File: src/sv/mqtf_pkg.sv
// Shared types, character codes and the per-symbol match step for the topic filter matcher.
package mqtf_pkg;

	// Default filter store depth in bytes
	localparam int FILTER_DEPTH_DEF = 64;

	// Filter bytes held in one record: the byte before a position, the byte at it and four after it
	localparam int WIN = 6;

	// Mode transitions one symbol can pass through before it settles
	localparam int RUN_STEPS = 5;

	localparam logic [7:0] CH_PLUS   = 8'h2B;
	localparam logic [7:0] CH_HASH   = 8'h23;
	localparam logic [7:0] CH_SLASH  = 8'h2F;
	localparam logic [7:0] CH_DOLLAR = 8'h24;

	// Input beat: filter byte (func = 0) or topic byte (func = 1)
	typedef struct packed {
		logic       func;
		logic [7:0] char_byte;
		logic       last;
	} in_item_t;

	// Result beat
	typedef struct packed {
		logic matched;
		logic status;
	} out_item_t;

	// Matcher modes
	typedef enum logic [5:0] {
		M_START     = 6'b000001,
		M_WALK      = 6'b000010,
		M_PLUS_SKIP = 6'b000100,
		M_HASH_SKIP = 6'b001000,
		M_TAIL      = 6'b010000,
		M_DONE      = 6'b100000
	} mode_t;

	// One filter symbol: a byte, or the end of the filter
	typedef struct packed {
		logic       is_end;
		logic [7:0] ch;
	} sym_t;

	// Filter symbols at positions p-1 .. p+4
	typedef sym_t [WIN-1:0] win_t;

	// Memory record: filter bytes j-1 .. j+4 for position j
	typedef logic [WIN-1:0][7:0] rec_t;

	// Matcher state as it moves through one symbol; rel is the offset from the window base
	typedef struct packed {
		mode_t     mode;
		logic [1:0] rel;
		out_item_t verdict;
	} step_t;

	function automatic logic is_ch(sym_t s, logic [7:0] c);
		return !s.is_end && (s.ch == c);
	endfunction

	function automatic sym_t win_at(win_t w, logic [2:0] idx);
		sym_t r;
		r.is_end = 1'b1;
		r.ch     = 8'h00;
		if (idx < 3'(WIN)) begin
			r = w[idx];
		end
		return r;
	endfunction

	function automatic step_t finish(step_t s, logic m, logic st);
		step_t r;
		r                 = s;
		r.mode            = M_DONE;
		r.verdict.matched = m;
		r.verdict.status  = st;
		return r;
	endfunction

	// Consume one topic symbol (a byte, or the end of the topic).
	// nend: the next symbol is the end. p_zero: the window base is position zero.
	// bad_ge[r]: a hash with a byte after it sits at or beyond base + r.
	function automatic step_t run_sym(step_t st, win_t w, sym_t tc, logic nend,
			logic p_zero, logic ovf, logic [3:0] bad_ge);
		step_t s;
		logic  go;
		logic  tc_wild;
		logic  pgt0;
		sym_t  sm1;
		sym_t  s0;
		sym_t  s1;
		sym_t  s2;
		sym_t  s3;
		s       = st;
		go      = 1'b1;
		tc_wild = is_ch(tc, CH_PLUS) || is_ch(tc, CH_HASH);
		for (int i = 0; i < RUN_STEPS; i++) begin
			sm1  = win_at(w, {1'b0, s.rel});
			s0   = win_at(w, {1'b0, s.rel} + 3'd1);
			s1   = win_at(w, {1'b0, s.rel} + 3'd2);
			s2   = win_at(w, {1'b0, s.rel} + 3'd3);
			s3   = win_at(w, {1'b0, s.rel} + 3'd4);
			pgt0 = !p_zero || (s.rel != 2'd0);
			if (go) begin
				unique case (s.mode)
					M_START: begin
						// empty or overflowed filter, then the leading dollar rule
						if (w[1].is_end || ovf) begin
							s  = finish(s, 1'b0, 1'b1);
							go = 1'b0;
						end else if (is_ch(w[1], CH_DOLLAR) != is_ch(tc, CH_DOLLAR)) begin
							s  = finish(s, 1'b0, 1'b0);
							go = 1'b0;
						end else begin
							s.rel  = 2'd0;
							s.mode = M_WALK;
						end
					end
					M_WALK: begin
						if (s0.is_end) begin
							s.mode = M_TAIL;
						end else if (tc_wild) begin
							s  = finish(s, 1'b0, 1'b1);
							go = 1'b0;
						end else if ((s0 != tc) || tc.is_end) begin
							go = 1'b0;
							if (is_ch(s0, CH_PLUS)) begin
								if (pgt0 && !is_ch(sm1, CH_SLASH)) begin
									s = finish(s, 1'b0, 1'b1);
								end else if (!s1.is_end && !is_ch(s1, CH_SLASH)) begin
									s = finish(s, 1'b0, 1'b1);
								end else begin
									s.rel  = s.rel + 2'd1;
									s.mode = M_PLUS_SKIP;
									go     = 1'b1;
								end
							end else if (is_ch(s0, CH_HASH)) begin
								if (pgt0 && !is_ch(sm1, CH_SLASH)) begin
									s = finish(s, 1'b0, 1'b1);
								end else if (!s1.is_end) begin
									s = finish(s, 1'b0, 1'b1);
								end else begin
									s.mode = M_HASH_SKIP;
									go     = 1'b1;
								end
							end else if (tc.is_end && pgt0 && is_ch(sm1, CH_PLUS) &&
									is_ch(s0, CH_SLASH) && is_ch(s1, CH_HASH)) begin
								// topic ends where a plus level is followed by a hash level
								s = finish(s, 1'b1, 1'b0);
							end else if (bad_ge[s.rel]) begin
								s = finish(s, 1'b0, 1'b1);
							end else begin
								s = finish(s, 1'b0, 1'b0);
							end
						end else begin
							go = 1'b0;
							if (nend && is_ch(s1, CH_SLASH) && is_ch(s2, CH_HASH) &&
									s3.is_end) begin
								// last topic byte against a trailing hash level
								s = finish(s, 1'b1, 1'b0);
							end else begin
								s.rel = s.rel + 2'd1;
								if (nend) begin
									if (s1.is_end) begin
										s = finish(s, 1'b1, 1'b0);
									end else if (is_ch(s1, CH_PLUS) && s2.is_end) begin
										if (!is_ch(s0, CH_SLASH)) begin
											s = finish(s, 1'b0, 1'b1);
										end else begin
											s = finish(s, 1'b1, 1'b0);
										end
									end
								end
							end
						end
					end
					M_PLUS_SKIP: begin
						if (!tc.is_end && !is_ch(tc, CH_SLASH)) begin
							if (tc_wild) begin
								s = finish(s, 1'b0, 1'b1);
							end
							go = 1'b0;
						end else if (tc.is_end && s0.is_end) begin
							s  = finish(s, 1'b1, 1'b0);
							go = 1'b0;
						end else begin
							s.mode = M_WALK;
						end
					end
					M_HASH_SKIP: begin
						if (tc.is_end) begin
							s = finish(s, 1'b1, 1'b0);
						end else if (tc_wild) begin
							s = finish(s, 1'b0, 1'b1);
						end
						go = 1'b0;
					end
					M_TAIL: begin
						if (tc.is_end) begin
							s = finish(s, 1'b0, 1'b0);
						end else if (tc_wild) begin
							s = finish(s, 1'b0, 1'b1);
						end
						go = 1'b0;
					end
					default: begin
						go = 1'b0;
					end
				endcase
			end
		end
		return s;
	endfunction

endpackage

File: src/sv/mqtt_topic_filter_match_top.sv
// Top level of the topic filter matcher: filter record memory, match stage and verdict stage.
//
// The block takes one byte per clock on the item channel, filter bytes and topic bytes
// alike, and gives one verdict per topic on the result channel. The state after a topic's
// last byte is registered in the verdict stage, and the verdict then moves to the result
// register and waits there while the next topic streams in. Filter bytes are written
// into a record memory of FILTER_DEPTH entries as they arrive; each topic byte costs one
// read of that memory, at the filter position that the previous byte produced in the
// same cycle, and that single read per byte sets the rate of one byte per clock. Bytes
// near the end of the filter come from a small tail register instead. The memory needs
// no clearing after reset. A stall on the result channel holds back the next verdict and,
// once the verdict stage is also full, the item channel.
module mqtt_topic_filter_match_top #(
	parameter int FILTER_DEPTH = mqtf_pkg::FILTER_DEPTH_DEF
) (
	input  logic                clk,
	input  logic                arst_n,
	input  logic                item_valid,
	output logic                item_stall,
	input  mqtf_pkg::in_item_t  item,
	output logic                result_valid,
	input  logic                result_stall,
	output mqtf_pkg::out_item_t result
);

	localparam int LW   = $clog2(FILTER_DEPTH + 1);
	localparam int AW   = $clog2(FILTER_DEPTH);
	localparam int TAIL = mqtf_pkg::WIN - 1;

	// filter bookkeeping
	logic [LW-1:0] len_q;
	logic          ovf_q;
	logic          complete_q;
	logic          bad_valid_q;
	logic [LW-1:0] bad_pos_q;
	logic [7:0]    tail_q [TAIL];

	// match state
	mqtf_pkg::mode_t     mode_q;
	logic [LW-1:0]       p_q;
	mqtf_pkg::out_item_t verdict_q;

	// record memory and read path
	mqtf_pkg::rec_t rec_mem_q [FILTER_DEPTH];
	mqtf_pkg::rec_t rec_q;
	mqtf_pkg::rec_t fwd_q;
	logic           fwd_hit_q;

	// verdict stage
	logic            valid_s1;
	mqtf_pkg::step_t st_s1;
	mqtf_pkg::win_t  win_s1;
	logic            pz_s1;
	logic [3:0]      bad_ge_s1;

	// result register
	logic                res_valid_q;
	mqtf_pkg::out_item_t res_q;

	logic            acc;
	logic            flt_acc;
	logic            top_acc;
	logic            top_last;
	logic            adv_s1;
	logic [LW-1:0]   len_eff;
	logic            store;
	logic            we;
	logic [LW-1:0]   wpos;
	logic [AW-1:0]   waddr;
	mqtf_pkg::rec_t  wdata;
	mqtf_pkg::rec_t  rec_cur;
	logic            mem_mode;
	logic [LW-1:0]   diff;
	logic [2:0]      d3;
	logic [2:0]      tidx;
	mqtf_pkg::win_t  win_cur;
	logic [3:0]      bad_ge;
	mqtf_pkg::step_t st_in;
	mqtf_pkg::step_t run1;
	mqtf_pkg::step_t run2;
	mqtf_pkg::sym_t  tc_in;
	mqtf_pkg::sym_t  tc_end;
	logic [LW-1:0]   p_next;

	// handshake: the verdict stage frees when the result register can take its beat
	assign adv_s1       = !res_valid_q || !result_stall;
	assign item_stall   = valid_s1 && !adv_s1;
	assign acc          = item_valid && !item_stall;
	assign flt_acc      = acc && !item.func;
	assign top_acc      = acc && item.func;
	assign top_last     = top_acc && item.last;
	assign result_valid = res_valid_q;
	assign result       = res_q;

	// filter write: a new filter restarts at length zero
	assign len_eff = complete_q ? '0 : len_q;
	assign store   = len_eff < LW'(FILTER_DEPTH);
	assign we      = flt_acc && store && (len_eff >= LW'(4));
	assign wpos    = len_eff - LW'(4);
	assign waddr   = wpos[AW-1:0];

	// record for position len-4: the five stored bytes before the new byte, and the new byte
	always_comb begin
		for (int k = 0; k < TAIL; k++) begin
			wdata[k] = tail_q[TAIL-1-k];
		end
		wdata[TAIL] = item.char_byte;
	end

	// window: memory record while four bytes follow p, else the tail register
	assign rec_cur  = fwd_hit_q ? fwd_q : rec_q;
	assign mem_mode = ({1'b0, p_q} + (LW+1)'(4)) < {1'b0, len_q};
	assign diff     = len_q - p_q;
	assign d3       = diff[2:0];

	always_comb begin
		tidx = '0;
		for (int k = 0; k < mqtf_pkg::WIN; k++) begin
			tidx = d3 - 3'(k);
			if (mem_mode) begin
				win_cur[k].is_end = 1'b0;
				win_cur[k].ch     = rec_cur[k];
			end else if ((d3 >= 3'(k)) && (tidx < 3'(TAIL))) begin
				win_cur[k].is_end = 1'b0;
				win_cur[k].ch     = tail_q[tidx];
			end else begin
				win_cur[k].is_end = 1'b1;
				win_cur[k].ch     = 8'h00;
			end
		end
	end

	// hash with a byte after it at or beyond each reachable position
	always_comb begin
		for (int r = 0; r < 4; r++) begin
			bad_ge[r] = bad_valid_q && ({1'b0, bad_pos_q} >= ({1'b0, p_q} + (LW+1)'(r)));
		end
	end

	// match the topic byte against the window
	always_comb begin
		st_in.mode    = mode_q;
		st_in.rel     = 2'd0;
		st_in.verdict = verdict_q;
		tc_in.is_end  = 1'b0;
		tc_in.ch      = item.char_byte;
		tc_end.is_end = 1'b1;
		tc_end.ch     = 8'h00;
		run1 = mqtf_pkg::run_sym(st_in, win_cur, tc_in, item.last, p_q == '0, ovf_q, bad_ge);
		run2 = mqtf_pkg::run_sym(st_s1, win_s1, tc_end, 1'b0, pz_s1, 1'b0, bad_ge_s1);
	end

	// next filter position also addresses the memory read
	always_comb begin
		p_next = p_q;
		if (flt_acc || top_last) begin
			p_next = '0;
		end else if (top_acc) begin
			p_next = p_q + LW'(run1.rel);
		end
	end

	// record memory: one write port, one registered read
	always_ff @(posedge clk) begin
		if (we) begin
			rec_mem_q[waddr] <= wdata;
		end
		rec_q <= rec_mem_q[p_next[AW-1:0]];
		fwd_q <= wdata;
	end

	// forward a write that lands on the address read in the same cycle
	always_ff @(posedge clk or negedge arst_n) begin
		if (!arst_n) begin
			fwd_hit_q <= 1'b0;
		end else begin
			fwd_hit_q <= we && (waddr == p_next[AW-1:0]);
		end
	end

	// filter length, overflow and hash tracking
	always_ff @(posedge clk or negedge arst_n) begin
		if (!arst_n) begin
			len_q       <= '0;
			ovf_q       <= 1'b0;
			complete_q  <= 1'b0;
			bad_valid_q <= 1'b0;
		end else if (flt_acc) begin
			complete_q <= item.last;
			if (store) begin
				len_q <= len_eff + LW'(1);
				ovf_q <= complete_q ? 1'b0 : ovf_q;
			end else begin
				len_q <= len_eff;
				ovf_q <= 1'b1;
			end
			if (store && (len_eff != '0) && (tail_q[0] == mqtf_pkg::CH_HASH)) begin
				bad_valid_q <= 1'b1;
			end else if (complete_q) begin
				bad_valid_q <= 1'b0;
			end
		end
	end

	// shift stored bytes into the tail and note the latest hash with a successor
	always_ff @(posedge clk) begin
		if (flt_acc && store) begin
			tail_q[0] <= item.char_byte;
			for (int i = 1; i < TAIL; i++) begin
				tail_q[i] <= tail_q[i-1];
			end
			if ((len_eff != '0) && (tail_q[0] == mqtf_pkg::CH_HASH)) begin
				bad_pos_q <= len_eff - LW'(1);
			end
		end
	end

	// match state: restart on filter bytes and after each topic
	always_ff @(posedge clk or negedge arst_n) begin
		if (!arst_n) begin
			mode_q    <= mqtf_pkg::M_START;
			p_q       <= '0;
			verdict_q <= '0;
		end else if (flt_acc || top_last) begin
			mode_q    <= mqtf_pkg::M_START;
			p_q       <= '0;
			verdict_q <= '0;
		end else if (top_acc) begin
			mode_q    <= run1.mode;
			p_q       <= p_next;
			verdict_q <= run1.verdict;
		end
	end

	// verdict stage: hold the state after the last topic byte
	always_ff @(posedge clk or negedge arst_n) begin
		if (!arst_n) begin
			valid_s1 <= 1'b0;
		end else if (top_last) begin
			valid_s1 <= 1'b1;
		end else if (adv_s1) begin
			valid_s1 <= 1'b0;
		end
	end

	always_ff @(posedge clk) begin
		if (top_last) begin
			st_s1     <= run1;
			win_s1    <= win_cur;
			pz_s1     <= (p_q == '0);
			bad_ge_s1 <= bad_ge;
		end
	end

	// result register: apply the end of topic and present the beat
	always_ff @(posedge clk or negedge arst_n) begin
		if (!arst_n) begin
			res_valid_q <= 1'b0;
		end else if (adv_s1) begin
			res_valid_q <= valid_s1;
		end
	end

	always_ff @(posedge clk) begin
		if (adv_s1 && valid_s1) begin
			res_q <= run2.verdict;
		end
	end

endmodule

File: config.mk
export PLATFORM = sky130hd
export DESIGN_NAME = mqtt_topic_filter_match_top
export DESIGN_NICKNAME = d
export VERILOG_FILES = /design/src/sv/mqtf_pkg.sv /design/src/sv/mqtt_topic_filter_match_top.sv
export SDC_FILE = /design/constraint.sdc
export NUM_CORES = 2
export LEC_CHECK = 0
export ABC_AREA = 1
export BUFFER_PORTS_ARGS = -buffer_cell sky130_fd_sc_hd__buf_2
export CAP_MARGIN = 15
export CORE_MARGIN = 5
export CORE_UTILIZATION = 40
export CTS_BUF_LIST = sky130_fd_sc_hd__clkbuf_8 sky130_fd_sc_hd__clkbuf_16
export CTS_CLUSTER_DIAMETER = 50
export DETAILED_ROUTE_END_ITERATION = 8
export SLEW_MARGIN = 10
export SYNTH_ARGS = -nofsm -noshare
export SYNTH_HDL_FRONTEND = slang
export SYNTH_SLANG_ARGS = --single-unit
File: constraint.sdc
create_clock -name clk -period 16.3 [get_ports clk]
set_input_delay 1.63 -clock clk [delete_from_list [all_inputs] [get_ports clk]]
set_output_delay 1.63 -clock clk [all_outputs]
set_load 0.02 [all_outputs]
# --- Word-level counts from Yosys, hierarchy flattened ---
# Memories as Yosys holds them, arrays and structs flattened. A register that Yosys moved wholly into a read port is not among the register bits.
# Index checks and enable logic that the tools add are counted.
word_totals:
  register_bits: 154
  latch_bits: 0
  ramBits: 3112
  mem_bits_ro: 0
  inputBits: 14
  out_inout_bits: 4
  wordCells: 1028
  mem_count: 2
memory_table:
  columns: ["name", "depth", "word_bits", "read_ports", "rd_ports_with_merged_regs", "wr", "line", "rtl"]
  rows:
  - ["rec_mem_q", 64, 48, 1, 1, 1, "mqtt_topic_filter_match_top.sv:44", "mqtf_pkg::rec_t rec_mem_q [FILTER_DEPTH];"]
  - ["tail_q", 5, 8, 11, 0, 5, "mqtt_topic_filter_match_top.sv:36", "logic [7:0] tail_q [TAIL];"]
op_classes:
  n_addsub: 48
  n_mul: 0
  div_mod_pow: 0
  magnitude_cmp: 98
  n_eq_ne: 135
  n_shift: 0
  n_mux: 460
  n_bitwise: 0
  reduce_logical: 247
op_table:
  columns: ["op", "count"]
  rows:
  - ["10-bit two-way mux", 87]
  - ["9-bit two-way mux", 82]
  - ["9-bit binary-select mux with 3-bit select", 26]
  - ["8-bit by 6-bit equality test with 1-bit output, second input constant", 77]
  - ["10-bit case mux with 4 select lines", 5]
  - ["10-bit case mux with 5 select lines", 4]
  - ["6-bit two-way mux", 29]
  - ["9-bit binary-select mux with 2-bit select", 9]
  - ["1-bit logical AND", 149]
  - ["8-bit two-way mux", 18]
  - ["2-bit two-way mux", 54]
  - ["1-bit two-way mux", 107]
  - ["3-bit by 4-bit < comparator with 1-bit output, second input constant", 26]
  - ["3-bit < comparator, second input constant", 32]
  - ["1-bit zero test", 63]
  - ["6-bit by 1-bit equality test with 1-bit output, second input constant", 10]
  - ["6-bit by 2-bit equality test with 1-bit output, second input constant", 10]
  - ["6-bit by 3-bit equality test with 1-bit output, second input constant", 10]
  - ["6-bit by 4-bit equality test with 1-bit output, second input constant", 10]
  - ["6-bit by 5-bit equality test with 1-bit output, second input constant", 10]
  - ["4-bit two-way mux", 14]
  - ["2-bit by 3-bit < comparator with 1-bit output, second input constant", 18]
  - ["48-bit two-way mux", 1]
  - ["9-bit by 8-bit inequality test with 1-bit output", 5]
  - ["37 further kinds", 132]

# --- Longest topological paths before layout ---
depth:
  word_depth: 86
  ltp_mapped: 106
  ltp_nobuf: 94

# --- Worst setup path before layout ---
# No wires, ideal clock.
synth_timing:
  path_type: "register to register"
  start: "reg len_q[0]"
  end: "reg rec_q[10] in the netlist's numbering (read register of rec_mem_q)"
  setup_ps: 114
  t_arrival_ps: 13728
  required_time_ps: 16186
  slack_ps: 2459
  stages_incl_launch_ff: 97
  n_path_buf: 16
  synth_period_minus_slack_ps: 13841
  path_cell_list: "dfrtp_1 -> inv_1 -> ha_1 -> inv_1 -> fa_1 -> inv_2 -> buf_1 -> ha_1 -> inv_1 -> nand3_1 -> nand2_1 -> buf_4 -> o21ai_0 -> nand3_1 -> nand3_1 -> nand2_1 -> nor2_1 -> nand3_1 -> (+61 left out) -> nand3_1 -> nand2_1 -> nand2_1 -> o21ai_1 -> ha_1 -> fa_1 -> a22oi_1 -> inv_2 -> clkbuf_1 -> clkbuf_1 -> clkbuf_1 -> nor2_1 -> o21ai_0 -> o21ai_0 -> o211ai_1 -> nand3_1 -> nand3_1 -> nand2_1"
synth_lines:
  columns: ["element", "line", "rtl"]
  rows:
  - ["start, declared", "mqtt_topic_filter_match_top.sv:31", "logic [LW-1:0] len_q;"]
  - ["start signal, assigned", "mqtt_topic_filter_match_top.sv:191", "len_q <= len_eff + LW'(1);"]
  - ["start signal, assigned", "mqtt_topic_filter_match_top.sv:194", "len_q <= len_eff;"]
  - ["end, declared", "mqtt_topic_filter_match_top.sv:45", "mqtf_pkg::rec_t rec_q;"]

==> insert_results.sql <==
INSERT INTO impl_metrics (metric_group, metric, value, unit) VALUES
('timing', 'timing.final.setup_violations', '0', ''),
('final_layout', 'n_fill_cell', '32800', ''),
('timing', 'slew_headroom', '0.186', ''),
('synth', 'synthesis.yosys.warnings', '0', ''),
('pwr', 'power_leakage', '56.2', 'nW'),
('route', 'route.final.wire_length', '504000', 'um'),
('route', 'initialDrtViolationCount', '14700', ''),
('final_layout', 'final_core_utilization', '0.461', ''),
('final_layout', 'final_cell_mix', 'sky130_fd_sc_hd__edfxtp_1 (3190), sky130_fd_sc_hd__nor2_1 (2622), sky130_fd_sc_hd__o21ai_0 (2109), sky130_fd_sc_hd__nand2_1 (1341), sky130_fd_sc_hd__nand3_1 (843)', ''),
('critical_path', 'critPathMaxFanout', '52', ''),
('global_routing', 'groute.usage.overall', '0.260', ''),
('synth', 'synthesis.area', '0.145', 'sq mm'),
('clock_network', 'cts-buffers-inserted', '373', ''),
('route', 'vias_per_cell', '5.76', ''),
('timing', 'clock_skew', '111', 'ps'),
('critical_path', 'delay_of_the_slowest_critical_path_stage', '580', 'ps'),
('clock_network', 'numClockSinks', '3314', ''),
('placed_design', 'dpl_ws', '-575', 'ps'),
('pwr', 'power_density', '130', 'mW/mm^2'),
('synth', 'synthesis.nets', '13200', ''),
('critical_path', 'worst-endpoint-required', '17130', 'ps'),
('final_layout', 'syn_to_final_growth', '15.1', '%'),
('placed_design', 'hpwlAfterDp', '301000', 'um'),
('final_layout', 'layout_cell_share_with_drive_strength_beyond_1', '0.106', ''),
('timing', 'fmax', '63.8', 'MHz'),
('timing', 'count_of_final_max_slew_check_failures', '0', ''),
('final_layout', 'mostFrequentLayoutCell', 'sky130_fd_sc_hd__edfxtp_1', ''),
('timing', 'finalHoldViolCount', '0', ''),
('floorplanning', 'die_width', '612', 'um'),
('clock_network', 'cts.reportedPaths.clkPinSlew', '60', 'ps'),
('critical_path', 'cp_slowest_cell', 'sky130_fd_sc_hd__fa_1', ''),
('synth', 'async_flop_share', '0.00845', ''),
('route', 'wl_per_cell', '27.3', 'um'),
('synth', 'cell_count_after_synthesis', '13100', ''),
('clock_network', 'max_clock_buf_depth', '4', ''),
('timing', 'max_slew.worst_pin.slew', '1220', 'ps'),
('placed_design', 'port_buffers', '17', ''),
('critical_path', 'worst-setup-path-type', 'flip-flop to flip-flop', ''),
('clock_network', 'post_cts_hold_buffer_count', '0', ''),
('route', 'detail_route.first_pass.iterations', '7', ''),
('global_routing', 'gr-total-overflow', '0', ''),
('critical_path', 'critical_path.startpoint_type', 'flip-flop', ''),
('floorplanning', 'ios', '18', ''),
('critical_path', 'worst_ep_arrival_time', '16500', 'ps'),
('synth', 'avgSynthCellArea', '11.0', 'sq um'),
('clock_network', 'cts_max_level', '5', ''),
('floorplanning', 'core.rowCount', '221', ''),
('clock_network', 'tritoncts_clock_tree', 'built', ''),
('timing', 'final_min_period_over_clock_period', '0.961', ''),
('critical_path', 'crit_top_cell', 'sky130_fd_sc_hd__nand2_1', ''),
('route', 'routed_via_count', '106000', ''),
('run_status', 'status', 'completed', ''),
('floorplanning', 'dieHeight', '612', 'um'),
('global_routing', 'antenna_found_initial', '37', ''),
('global_routing', 'grt_start_max_net_pins', '121', ''),
('floorplanning', 'start_util', '0.401', ''),
('placed_design', 'routabilityCongestion', '1.02', ''),
('floorplanning', 'die-area', '0.374', 'sq mm'),
('route', 'detail-route-antenna-nets', '0', ''),
('synth', 'synth_edf_count', '3190', ''),
('clock_network', 'clkLatencyLatePin', '970', 'ps'),
('route', 'drc_errors', '0', ''),
('job', 'drv_cap', '0', ''),
('synth', 'synthDistinctLibCells', '68', ''),
('timing', 'fin_ws', '628', 'ps'),
('final_layout', 'final_nets', '13400', ''),
('pwr', 'ir_worst_vdd', '114', 'uV'),
('synth', 'ys_dominant_reg_cell', 'sky130_fd_sc_hd__edfxtp_1', ''),
('synth', 'sequential_to_total_area_share_from_yosys_stat', '0.680', ''),
('worst_hold_path', 'hp-class', 'flip-flop to flip-flop', ''),
('critical_path', 'setup.worst_path.end_class', 'flip-flop', ''),
('global_routing', 'grt_first_pass_wirelength', '712000', 'um'),
('synth', 'ys_seq_elements', '3314', ''),
('clock_network', 'root_buffer', 'sky130_fd_sc_hd__clkbuf_16', ''),
('floorplanning', 'core_area', '0.361', 'sq mm'),
('timing', 'timing.final.crit_period', '15670', 'ps'),
('global_routing', 'first_global_vias', '98500', '');
[per-stage QoR]
stage               std cells  hold WS [ps]  setup TNS, ps  power [mW]  cell area [sq um]
floorplan               13100           433              0        11.9             145000
global placement        17700           452          -1320        13.5             154000
detailed placement      17700           451          -3830        13.5             154000
CTS                     18400           460              0        21.7             166000
global route            18400           473           -128        22.5             167000
finish                  18500           459              0        21.8             167000
[kinds of logic after synthesis]
family                     Yosys count  synth area share
buffers and inverters             1297            0.0354
adders and majority gates           76           0.00667
and+or+nand+nor                   5168             0.147
DFF                               3314             0.680
AOI/OAI and AO/OA                 3241             0.128
xor gates and xnor gates            35           0.00212
muxes                               12          0.000830
[report_power, final]
part	switching (mW)	total (mW)	internal (mW)
clock	3.47	8.25	4.78
combinational	3.03	4.00	0.975
sequential	0.0602	9.51	9.45
[synthesized netlist by cell type (5+ instances only)]
| master | count | share of area |
|---|---|---|
| sky130_fd_sc_hd__nand3_1 | 874 | 0.030 |
| sky130_fd_sc_hd__o21ai_0 | 2113 | 0.073 |
| sky130_fd_sc_hd__mux2i_1 | 12 | 0.00083 |
| sky130_fd_sc_hd__buf_2 | 51 | 0.0018 |
| sky130_fd_sc_hd__a21oi_1 | 151 | 0.0052 |
| sky130_fd_sc_hd__o21bai_1 | 12 | 0.00062 |
| sky130_fd_sc_hd__o21ai_2 | 11 | 0.00067 |
| sky130_fd_sc_hd__or2_2 | 6 | 0.00026 |
| sky130_fd_sc_hd__nand4_1 | 75 | 0.0032 |
| sky130_fd_sc_hd__o21a_1 | 10 | 0.00052 |
| sky130_fd_sc_hd__ha_1 | 74 | 0.0064 |
| sky130_fd_sc_hd__a31oi_1 | 11 | 0.00048 |
| sky130_fd_sc_hd__o2111ai_1 | 9 | 0.00054 |
| sky130_fd_sc_hd__clkinv_1 | 13 | 0.00034 |
| sky130_fd_sc_hd__nand3b_1 | 10 | 0.00052 |
| sky130_fd_sc_hd__a22oi_1 | 6 | 0.00031 |
| sky130_fd_sc_hd__buf_6 | 16 | 0.0012 |
| sky130_fd_sc_hd__nor2_2 | 13 | 0.00056 |
| sky130_fd_sc_hd__o22ai_1 | 20 | 0.00086 |
| sky130_fd_sc_hd__edfxtp_1 | 3190 | 0.66 |
| sky130_fd_sc_hd__o211ai_1 | 818 | 0.042 |
| sky130_fd_sc_hd__buf_1 | 51 | 0.0013 |
| sky130_fd_sc_hd__dfxtp_1 | 96 | 0.013 |
| sky130_fd_sc_hd__nand2_2 | 37 | 0.0016 |
| sky130_fd_sc_hd__buf_4 | 19 | 0.00099 |
| sky130_fd_sc_hd__nor4_1 | 27 | 0.0012 |
| sky130_fd_sc_hd__nand2_1 | 1349 | 0.035 |
| sky130_fd_sc_hd__xor2_1 | 32 | 0.0019 |
| sky130_fd_sc_hd__nand3_2 | 7 | 0.00048 |
| sky130_fd_sc_hd__inv_2 | 25 | 0.00065 |
| sky130_fd_sc_hd__inv_1 | 433 | 0.011 |
| sky130_fd_sc_hd__clkbuf_1 | 687 | 0.018 |
| sky130_fd_sc_hd__o31ai_1 | 5 | 0.00026 |
| sky130_fd_sc_hd__o21ai_1 | 48 | 0.0017 |
| sky130_fd_sc_hd__dfrtp_1 | 27 | 0.0047 |
| sky130_fd_sc_hd__nor2_4 | 8 | 0.00062 |
| sky130_fd_sc_hd__nor3_1 | 38 | 0.0013 |
| sky130_fd_sc_hd__nor2_1 | 2692 | 0.070 |
| sky130_fd_sc_hd__nand2_4 | 10 | 0.00078 |
[critical path: cells and delay by family, from the launching register on]
| family | cells | cell delay (ps) |
|---|---|---|
| adder cells (fa/ha/maj) | 8 | 2840 |
| XOR/XNOR | 1 | 150 |
| AND/OR/NAND/NOR | 53 | 7720 |
| flip-flops | 1 | 430 |
| buffers and inverters | 15 | 2740 |
| AO/OA/AOI/OAI | 9 | 1540 |
[metal layers]
metal / routed length (um) / GRT usage / vias to the layer above
met2: 226000 / 0.403 / 5361
met3: 48600 / 0.0464 / 1020
li1: - / - / 47700
met5: 54 / 0 / -
met4: 29100 / 0.128 / 8
met1: 200000 / 0.352 / 52300
[cell type report]
type	instances	area, sq um	area share
Antenna cell	8	20.0	0.000120
Clock buffer	405	9840	0.0590
Clock inverter	287	2340	0.0140
Inverter	472	1850	0.0111
Multi-Input combinational cell	8532	42100	0.252
Sequential cell	3314	98400	0.590
Tap cell	4794	6000	0.0360
Timing Repair Buffer	641	6180	0.0370
[worst paths after layout]
path / cells after the start / slack (ps) / to / from
setup / recovery: 86 / 630 / rec_q[10] / len_q[0]
hold / removal: 0 / 460 / fwd_q[11] / tail_q[3][3]
setup reg to reg: 86 / 630 / rec_q[10] / len_q[0]
hold reg to reg: 0 / 460 / fwd_q[11] / tail_q[3][3]
max in group asynchronous: 1 / 14750 / p_q[4] / arst_n
min in group asynchronous: 1 / 860 / bad_valid_q / arst_n
[registers in the layout, summed over array words and instances (netlist names), 4 cells and up]
| signal | flops |
|---|---|
| rec_mem_q | 3072 |
| win_s1 | 54 |
| fwd_q | 48 |
| rec_q | 48 |
| tail_q | 40 |
| st_s1 | 10 |
| bad_pos_q | 7 |
| len_q | 7 |
| p_q | 7 |
| mode_q | 6 |
| bad_ge_s1 | 4 |
[repair_timing]
action | CTS | global route
buffers inserted | 0 | 9
endpoints found under the setup margin | 16 | 50
gates resized for setup | 10 | 61
cloned | 0 | 0
pin swaps | 0 | 3
No activity file was read; power rests on OpenSTA's default activity.
